**src/rtl/nfcr_pkg.sv**
```systemverilog
// shared types and constants of the nfc reader frame receiver
package nfcr_pkg;

  typedef enum logic [9:0] {
    PH_HUNT0     = 10'b00_0000_0001,
    PH_HUNT1     = 10'b00_0000_0010,
    PH_HUNT2     = 10'b00_0000_0100,
    PH_LEN       = 10'b00_0000_1000,
    PH_LCS       = 10'b00_0001_0000,
    PH_SHORTPOST = 10'b00_0010_0000,
    PH_TFI       = 10'b00_0100_0000,
    PH_DATA      = 10'b00_1000_0000,
    PH_DCS       = 10'b01_0000_0000,
    PH_POST      = 10'b10_0000_0000
  } phase_t;

  localparam logic [2:0] KIND_PAYLOAD = 3'd0;
  localparam logic [2:0] KIND_ACK     = 3'd1;
  localparam logic [2:0] KIND_NACK    = 3'd2;
  localparam logic [2:0] KIND_OK      = 3'd3;
  localparam logic [2:0] KIND_ERROR   = 3'd4;

  localparam logic [2:0] ERR_NONE      = 3'd0;
  localparam logic [2:0] ERR_HEADER    = 3'd1;
  localparam logic [2:0] ERR_SHORTPOST = 3'd2;
  localparam logic [2:0] ERR_LCS       = 3'd3;
  localparam logic [2:0] ERR_TOO_LONG  = 3'd4;
  localparam logic [2:0] ERR_TFI       = 3'd5;
  localparam logic [2:0] ERR_DCS       = 3'd6;
  localparam logic [2:0] ERR_POST      = 3'd7;

  localparam logic [7:0] BYTE_ZERO = 8'h00;
  localparam logic [7:0] BYTE_FF   = 8'hFF;
  localparam logic [7:0] TFI_CODE  = 8'hD5;
  localparam logic [7:0] CMD_MASK  = 8'hFE;

  typedef struct packed {
    logic [2:0] kind;
    logic [7:0] data_byte;
    logic [7:0] byte_index;
    logic [7:0] command_code;
    logic [2:0] error_code;
  } result_t;

  typedef struct packed {
    logic    emit;
    result_t res;
  } step_t;

endpackage

```
**src/rtl/nfcr_in_reg.sv**
```systemverilog
// input register stage holding one received byte
module nfcr_in_reg import nfcr_pkg::*; (
  input  logic       clk,
  input  logic       rst,
  input  logic       in_valid,
  output logic       in_ready,
  input  logic [7:0] rx_byte,
  output logic       held_valid,
  output logic [7:0] held_byte,
  input  logic       take
);

  assign in_ready = !held_valid || take;

  always_ff @(posedge clk) begin
    if (rst) begin
      held_valid <= 1'b0;
    end else if (in_ready) begin
      held_valid <= in_valid;
    end
  end

  always_ff @(posedge clk) begin
    if (in_ready && in_valid) begin
      held_byte <= rx_byte;
    end
  end

endmodule

```
**src/rtl/nfcr_parser.sv**
```systemverilog
// frame state machine: decodes one byte per cycle while fire is high and produces at most one result
module nfcr_parser import nfcr_pkg::*; (
  input  logic       clk,
  input  logic       rst,
  input  logic       fire,
  input  logic [7:0] b,
  input  logic [7:0] max_frame_length,
  output step_t      step
);

  phase_t     phase, phase_next;
  logic [7:0] frame_length, frame_length_next;
  logic [7:0] sum_accumulator, sum_accumulator_next;
  logic [7:0] bytes_taken, bytes_taken_next;
  logic [7:0] first_command, first_command_next;
  logic       is_nack, is_nack_next;
  logic [7:0] len_sum;
  logic [7:0] data_sum;
  logic [7:0] taken_p1;
  logic [8:0] taken_p2;

  assign len_sum  = frame_length + b;
  assign data_sum = sum_accumulator + b;
  assign taken_p1 = bytes_taken + 8'd1;
  assign taken_p2 = {1'b0, taken_p1} + 9'd1;

  always_comb begin
    phase_next           = phase;
    frame_length_next    = frame_length;
    sum_accumulator_next = sum_accumulator;
    bytes_taken_next     = bytes_taken;
    first_command_next   = first_command;
    is_nack_next         = is_nack;
    step                 = '0;
    unique case (phase)
      PH_HUNT0: begin
        if (b == BYTE_ZERO) phase_next = PH_HUNT1;
      end
      PH_HUNT1: begin
        if (b != BYTE_ZERO) begin
          phase_next = PH_HUNT0;
          step.emit = 1'b1;
          step.res.kind = KIND_ERROR;
          step.res.error_code = ERR_HEADER;
        end else begin
          phase_next = PH_HUNT2;
        end
      end
      PH_HUNT2: begin
        if (b != BYTE_FF) begin
          phase_next = PH_HUNT0;
          step.emit = 1'b1;
          step.res.kind = KIND_ERROR;
          step.res.error_code = ERR_HEADER;
        end else begin
          phase_next = PH_LEN;
        end
      end
      PH_LEN: begin
        frame_length_next = b;
        phase_next = PH_LCS;
      end
      PH_LCS: begin
        if (frame_length == BYTE_ZERO && b == BYTE_FF) begin
          is_nack_next = 1'b0;
          phase_next = PH_SHORTPOST;
        end else if (frame_length == BYTE_FF && b == BYTE_ZERO) begin
          is_nack_next = 1'b1;
          phase_next = PH_SHORTPOST;
        end else if (len_sum != BYTE_ZERO || frame_length == BYTE_ZERO) begin
          phase_next = PH_HUNT0;
          step.emit = 1'b1;
          step.res.kind = KIND_ERROR;
          step.res.error_code = ERR_LCS;
        end else if (frame_length > max_frame_length) begin
          phase_next = PH_HUNT0;
          step.emit = 1'b1;
          step.res.kind = KIND_ERROR;
          step.res.error_code = ERR_TOO_LONG;
        end else begin
          phase_next = PH_TFI;
        end
      end
      PH_SHORTPOST: begin
        phase_next = PH_HUNT0;
        step.emit = 1'b1;
        if (b != BYTE_ZERO) begin
          step.res.kind = KIND_ERROR;
          step.res.error_code = ERR_SHORTPOST;
        end else begin
          step.res.kind = is_nack ? KIND_NACK : KIND_ACK;
        end
      end
      PH_TFI: begin
        if (b != TFI_CODE) begin
          phase_next = PH_HUNT0;
          step.emit = 1'b1;
          step.res.kind = KIND_ERROR;
          step.res.error_code = ERR_TFI;
        end else begin
          sum_accumulator_next = b;
          bytes_taken_next = '0;
          first_command_next = '0;
          phase_next = (frame_length > 8'd1) ? PH_DATA : PH_DCS;
        end
      end
      PH_DATA: begin
        if (bytes_taken == BYTE_ZERO) first_command_next = b;
        sum_accumulator_next = data_sum;
        bytes_taken_next = taken_p1;
        if (taken_p2 >= {1'b0, frame_length}) phase_next = PH_DCS;
        step.emit = 1'b1;
        step.res.kind = KIND_PAYLOAD;
        step.res.data_byte = b;
        step.res.byte_index = bytes_taken;
      end
      PH_DCS: begin
        if (data_sum != BYTE_ZERO) begin
          phase_next = PH_HUNT0;
          step.emit = 1'b1;
          step.res.kind = KIND_ERROR;
          step.res.error_code = ERR_DCS;
        end else begin
          phase_next = PH_POST;
        end
      end
      PH_POST: begin
        phase_next = PH_HUNT0;
        step.emit = 1'b1;
        if (b != BYTE_ZERO) begin
          step.res.kind = KIND_ERROR;
          step.res.error_code = ERR_POST;
        end else begin
          step.res.kind = KIND_OK;
          step.res.byte_index = bytes_taken;
          step.res.command_code = (bytes_taken != BYTE_ZERO) ?
                                  (first_command & CMD_MASK) : BYTE_ZERO;
        end
      end
      default: begin
        phase_next = PH_HUNT0;
      end
    endcase
  end

  always_ff @(posedge clk) begin
    if (rst) begin
      phase           <= PH_HUNT0;
      frame_length    <= '0;
      sum_accumulator <= '0;
      bytes_taken     <= '0;
      first_command   <= '0;
      is_nack         <= 1'b0;
    end else if (fire) begin
      phase           <= phase_next;
      frame_length    <= frame_length_next;
      sum_accumulator <= sum_accumulator_next;
      bytes_taken     <= bytes_taken_next;
      first_command   <= first_command_next;
      is_nack         <= is_nack_next;
    end
  end

endmodule

```
**src/rtl/nfcr_out_reg.sv**
```systemverilog
// result register holding one finished result until the sink takes it
module nfcr_out_reg import nfcr_pkg::*; (
  input  logic    clk,
  input  logic    rst,
  input  logic    load,
  input  result_t res_in,
  input  logic    out_ready,
  output logic    out_valid,
  output result_t res_out,
  output logic    room
);

  assign room = !out_valid || out_ready;

  always_ff @(posedge clk) begin
    if (rst) begin
      out_valid <= 1'b0;
    end else if (room) begin
      out_valid <= load;
    end
  end

  always_ff @(posedge clk) begin
    if (room && load) begin
      res_out <= res_in;
    end
  end

endmodule

```
**src/rtl/nfcr_frame_receiver_core.sv**
```systemverilog
// top level of the nfc reader frame receiver
//
// byte-serial receiver for reader controller response frames.
// input channel: in_valid / in_ready carry one received byte (rx_byte) per
// transaction. output channel: out_valid / out_ready carry one result per
// transaction: a payload byte, ack, nack, frame ok or a numbered error.
// many input bytes (preamble, length, checksums) produce no result.
// configuration: cfg_we writes cfg_wdata into max_frame_length; the user must
// write only while the block is idle, which the block itself does not enforce.
// path: a byte accepted into the input register is decoded from it by the frame
// state machine; its result, if any, is loaded into the result register when it has room.
// throughput: one byte per cycle while the result register has room, through the
// frame state machine between the two registers.
// stall: when the sink holds out_ready low with a result waiting, an empty
// input register still takes one more byte, then in_ready drops until the
// result is taken.
// reset (rst, synchronous): both registers empty, frame hunt restarts,
// max_frame_length returns to 121.
module nfc_reader_frame_receiver_core import nfcr_pkg::*; (
  input  logic       clk,
  input  logic       rst,
  input  logic       in_valid,
  output logic       in_ready,
  input  logic [7:0] rx_byte,
  output logic       out_valid,
  input  logic       out_ready,
  output logic [2:0] kind,
  output logic [7:0] data_byte,
  output logic [7:0] byte_index,
  output logic [7:0] command_code,
  output logic [2:0] error_code,
  input  logic       cfg_we,
  input  logic [7:0] cfg_wdata
);

  localparam logic [7:0] MAX_LEN_RESET = 8'd121;

  logic [7:0] max_len;
  logic       held_valid;
  logic [7:0] held_byte;
  logic       room;
  logic       take;
  step_t      step;
  result_t    res_q;

  // config register
  always_ff @(posedge clk) begin
    if (rst) begin
      max_len <= MAX_LEN_RESET;
    end else if (cfg_we) begin
      max_len <= cfg_wdata;
    end
  end

  // a held byte moves on whenever the result register has room for it
  assign take = held_valid && room;

  nfcr_in_reg u_in_reg (
    .clk        (clk),
    .rst        (rst),
    .in_valid   (in_valid),
    .in_ready   (in_ready),
    .rx_byte    (rx_byte),
    .held_valid (held_valid),
    .held_byte  (held_byte),
    .take       (take)
  );

  nfcr_parser u_parser (
    .clk              (clk),
    .rst              (rst),
    .fire             (take),
    .b                (held_byte),
    .max_frame_length (max_len),
    .step             (step)
  );

  // only bytes that produce a result occupy the result register
  nfcr_out_reg u_out_reg (
    .clk       (clk),
    .rst       (rst),
    .load      (take && step.emit),
    .res_in    (step.res),
    .out_ready (out_ready),
    .out_valid (out_valid),
    .res_out   (res_q),
    .room      (room)
  );

  assign kind         = res_q.kind;
  assign data_byte    = res_q.data_byte;
  assign byte_index   = res_q.byte_index;
  assign command_code = res_q.command_code;
  assign error_code   = res_q.error_code;

  // error results always carry a code, other results never do
  a_err_code: assert property (@(posedge clk) disable iff (rst)
    out_valid && kind == KIND_ERROR |-> error_code != ERR_NONE)
    else $error("error result without error code");

  a_no_code: assert property (@(posedge clk) disable iff (rst)
    out_valid && kind != KIND_ERROR |-> error_code == ERR_NONE)
    else $error("error code on non-error result");

  // frame ok reports the command with bit 0 cleared
  a_cmd_even: assert property (@(posedge clk) disable iff (rst)
    out_valid && kind == KIND_OK |-> command_code[0] == 1'b0)
    else $error("command code has bit 0 set");

  // nothing is presented in the cycle after reset
  a_reset_empty: assert property (@(posedge clk)
    $past(rst) |-> !out_valid)
    else $error("result valid right after reset");

endmodule
```
**config.mk**
```make
export PLATFORM = sky130hd
export DESIGN_NAME = nfc_reader_frame_receiver_core
export DESIGN_NICKNAME = d
export VERILOG_FILES = /design/src/rtl/nfcr_pkg.sv /design/src/rtl/nfcr_in_reg.sv /design/src/rtl/nfcr_parser.sv /design/src/rtl/nfcr_out_reg.sv /design/src/rtl/nfcr_frame_receiver_core.sv
export SDC_FILE = /design/constraint.sdc
export NUM_CORES = 1
export LEC_CHECK = 0
export ABC_AREA = 1
export BUFFER_PORTS_ARGS = -buffer_cell sky130_fd_sc_hd__buf_2
export CORE_MARGIN = 10
export CORE_UTILIZATION = 62
export CTS_CLUSTER_SIZE = 8
export DETAILED_ROUTE_END_ITERATION = 8
export GPL_TIMING_DRIVEN = 0
export PLACE_DENSITY = 0.88
export SLEW_MARGIN = 20
export SYNTH_ARGS = -nofsm -noshare
export SYNTH_HDL_FRONTEND = slang
export SYNTH_SLANG_ARGS = --single-unit
```
**constraint.sdc**
```tcl
create_clock -name clk -period 4.55 [get_ports clk]
set_input_delay 0.91 -clock clk [delete_from_list [all_inputs] [get_ports clk]]
set_output_delay 0.91 -clock clk [all_outputs]
set_load 0.02 [all_outputs]
```
==> summary.txt <==
Run status
  – Outcome: complete, no violations

Power and ir drop
  – Seq pwr share: 0.498
  – Internal: 1.24 mW
  – Leak: 2.72 nW
  – P_sw: 559 µW
  – Net Sw Frac: 0.312
  – Pwr per Cell Area: 300 nW/µm²
  – Logic pwr share: 0.177
  – Clock share of power: 0.325
  – IR drop worst, VDD: 181 µV

Place
  – HPWL Detailed: 10900 µm
  – Placed Cells incl. Taps: 875
  – IO buf count: 49
  – GPL Wtd Cong: 0.965
  – Placed cell areas: 5760 µm²

Yosys
  – Syn_area_per_cell: 7.46 µm²
  – Post-synth ARST share: 0
  – Seq cells post-synth: 89
  – Synth warn: 0
  – Net Count, Synth: 777
  – Seq/Total Area, Yosys: 0.400
  – Unique masters post-synth: 41
  – Post-synth EDFFs: 37
  – Cell Area, Synth: 5380 µm²
  – Main synth FF type: dfxtp_1
  – Gate Count Post-Synth: 721

Critical path
  – Worst EP required: 4.36 ns
  – Crit. End Element: register
  – Slowest stage delay, CP: 0.80 ns
  – Critical Path AT: 3.66 ns
  – Worst Setup SP: u_in_reg.held_byte[0]$_DFFE_PP_
  – CP Max Fanout: 29
  – Startpoint Class: register
  – Worst Path Class, Setup: register to register
  – CP Cell Sequence: ha_1 -> fa_1 -> or2_2 -> nor2_1 -> nand2_1 -> nor2_1 -> nand2_1 -> nor2_1 -> nand3_1 -> nand2_1 -> nand3_1 -> nand2_1 -> clkinv_1
  – FF-to-FF Start: u_in_reg.held_byte[0]$_DFFE_PP_
  – Cell mode on critical path: nand2_1
  – Slowest-stage cell, CP: clkinv_1

Layout
  – Commonest non-fill, non-tap cell in the layout: nand2_1
  – Nets: 837
  – Most frequent cells in the layout: 144 x nand2_1, 115 x inv_1, 81 x nor2_1
  – N_diodes: 0
  – Fin cells: 891
  – Share of layout cells above drive strength 1: 0.134
  – Fin area: 5970 µm²
  – Layout area overhead: 11.0%

Floorplan
  – Row count: 33
  – I/O pin cnt: 53
  – Die area: 12800 µm²
  – DIE WIDTH: 113 µm
  – Chip Height: 113 µm
  – Initial Utilization: 0.645
  – Core box area: 8340 µm²

STA
  – Clk_skew: 0.0113 ns
  – Slew HR: 0.327
  – Max Slew Vio Count: 0
  – Final Setup Violations: 0
  – Final hold violations: 0
  – Crit path time final: 3.85 ns
  – Slew @ Worst Pin: 1.00 ns
  – RSZ-0062 raised after global routing: no
  – Setup TNS: 0 ns
  – F_max: 0.260 GHz
  – Tcrit/Tclk final: 0.846

Clock tree
  – Worst-case clock buffer depth: 2
  – # resized after CTS: 0
  – Clock Latency Late Sink: 0.37 ns
  – Sink Count: 89
  – Reg clk slew, reported paths: 0.09 ns
  – TritonCTS clock tree: done
  – CTS buffer count: 9
  – # Post-CTS Setup Buffers: 0
  – H-tree depth: 3
  – Post-CTS Hold Buffers: 0
  – CTS root buf: clkbuf_8

Drt
  – Average wire per standard cell: 15.7 µm
  – Residual DRC: 0
  – Avg Vias per Cell: 5.76
  – Number of routed nets with antenna violations: 0
  – Drt pass-1 iters: 5
  – Final WL: 14000 µm
  – Via count: 5133
  – Initial DRC Count: 506

GRT
  – Gr usage total: 0.215
  – Pin count of the biggest net entering global routing: 30
  – Number of global-route vias before repair: 4985
  – First-pass GRT wire length: 22800 µm
  – GR Overflow Total: 0
  – Initial antenna violation count: 0

Worst hold path
  – Worst hold start: u_parser.is_nack$_SDFFE_PP0P_
  – HP Class: register to register

Run
  – Max-cap violations: 0
## final timing paths
| check | endpoint | slack (ns) | cells after the start |
|---|---|---|---|
| max | u_out_reg.res_out[13]$_DFFE_PP_ | 0.70 | 13 |
| min | u_parser.is_nack$_SDFFE_PP0P_ | 0.47 | 2 |
| max reg2reg | u_out_reg.res_out[13]$_DFFE_PP_ | 0.70 | 13 |
| min reg2reg | u_parser.is_nack$_SDFFE_PP0P_ | 0.47 | 2 |
## metrics by stage
step	power (mW)	hold slack (ns)	utilization	setup slack, ns
2_1_floorplan	1.14	0.430	-	1.80
3_3_place_gp	1.21	0.442	0.690	1.31
3_5_place_dp	1.22	0.453	0.690	1.18
4_1_cts	1.79	0.467	0.716	1.14
5_1_grt	1.87	0.506	0.716	0.521
6_report	1.79	0.468	0.716	0.700
## critical path: cells and delay by family, from the launching register on
| family | cells | cell delay, ns |
|---|---|---|
| fa+ha+maj | 2 | 0.73 |
| buf+inv | 1 | 0.80 |
| flops | 1 | 0.52 |
| simple gates | 10 | 1.24 |
## cells by family (layout without fill, tap and decap cells)
group / after synthesis / in the layout / synth area share
simple gates: 347 / 347 / 0.295
compound gates: 101 / 101 / 0.0988
other cells: 1 / 1 / 0.000697
xor+xnor: 13 / 13 / 0.0226
fa+ha+maj: 35 / 35 / 0.0842
buf+inv: 135 / 200 / 0.0990
flops: 89 / 89 / 0.400
## cell usage after synthesis (2+ instances only)
library cell | number | area share
nand2_1 | 144 | 0.10
xnor2_1 | 4 | 0.0065
ha_1 | 33 | 0.077
a21oi_1 | 49 | 0.046
fa_1 | 2 | 0.0074
nand3_4 | 2 | 0.0065
nor2_2 | 8 | 0.0093
o21a_1 | 2 | 0.0028
xor2_1 | 8 | 0.013
buf_6 | 2 | 0.0042
nor2_4 | 4 | 0.0084
edfxtp_1 | 37 | 0.21
nand3b_1 | 3 | 0.0042
dfxtp_1 | 52 | 0.19
nor2_1 | 81 | 0.056
o21ai_0 | 40 | 0.037
buf_2 | 2 | 0.0019
or2_2 | 2 | 0.0023
nand3_2 | 4 | 0.0074
buf_4 | 2 | 0.0028
a31oi_1 | 2 | 0.0023
clkbuf_1 | 7 | 0.0049
nor3_1 | 10 | 0.0093
inv_2 | 4 | 0.0028
a22oi_1 | 4 | 0.0056
nor4_1 | 4 | 0.0046
nand4_1 | 19 | 0.022
nand3_1 | 56 | 0.052
nand2_2 | 7 | 0.0081
inv_1 | 116 | 0.081
## registers in the layout (all words and copies together) (netlist names)
signal	cells
u_parser.phase	10
u_in_reg.held_valid	1
u_in_reg.held_byte	8
u_parser.sum_accumulator	8
u_parser.first_command	7
max_len	8
u_parser.frame_length	8
u_parser.bytes_taken	8
u_out_reg.res_out	29
u_out_reg.out_valid	1
u_parser.is_nack	1
## metal layers
metal | track usage | wire length [µm] | up-vias
met5 | 0 | 0 | -
met4 | 0.120 | 583 | 0
met3 | 0.0433 | 1180 | 58
met2 | 0.365 | 6610 | 270
met1 | 0.248 | 5620 | 2329
li1 | - | - | 2476
## final cells by class
cell class	instances	area, µm²
Buffer	15	82.6
Clock buffer	11	174
Clock inverter	5	40.0
Fill cell	683	2370
Inverter	120	450
Multi-Input combinational cell	497	2700
Sequential cell	89	2150
Tap cell	105	131
Timing Repair Buffer	49	245
## power by group through the flow
stage	sequential [mW]	clock (mW)	combinational (mW)
floorplan	0.915	0	0.223
global placement	0.909	0	0.299
detailed placement	0.911	0	0.311
CTS	0.892	0.581	0.313
global route	0.897	0.613	0.357
finish	0.894	0.582	0.318
Note: power is estimated with default switching activity, not from simulation.
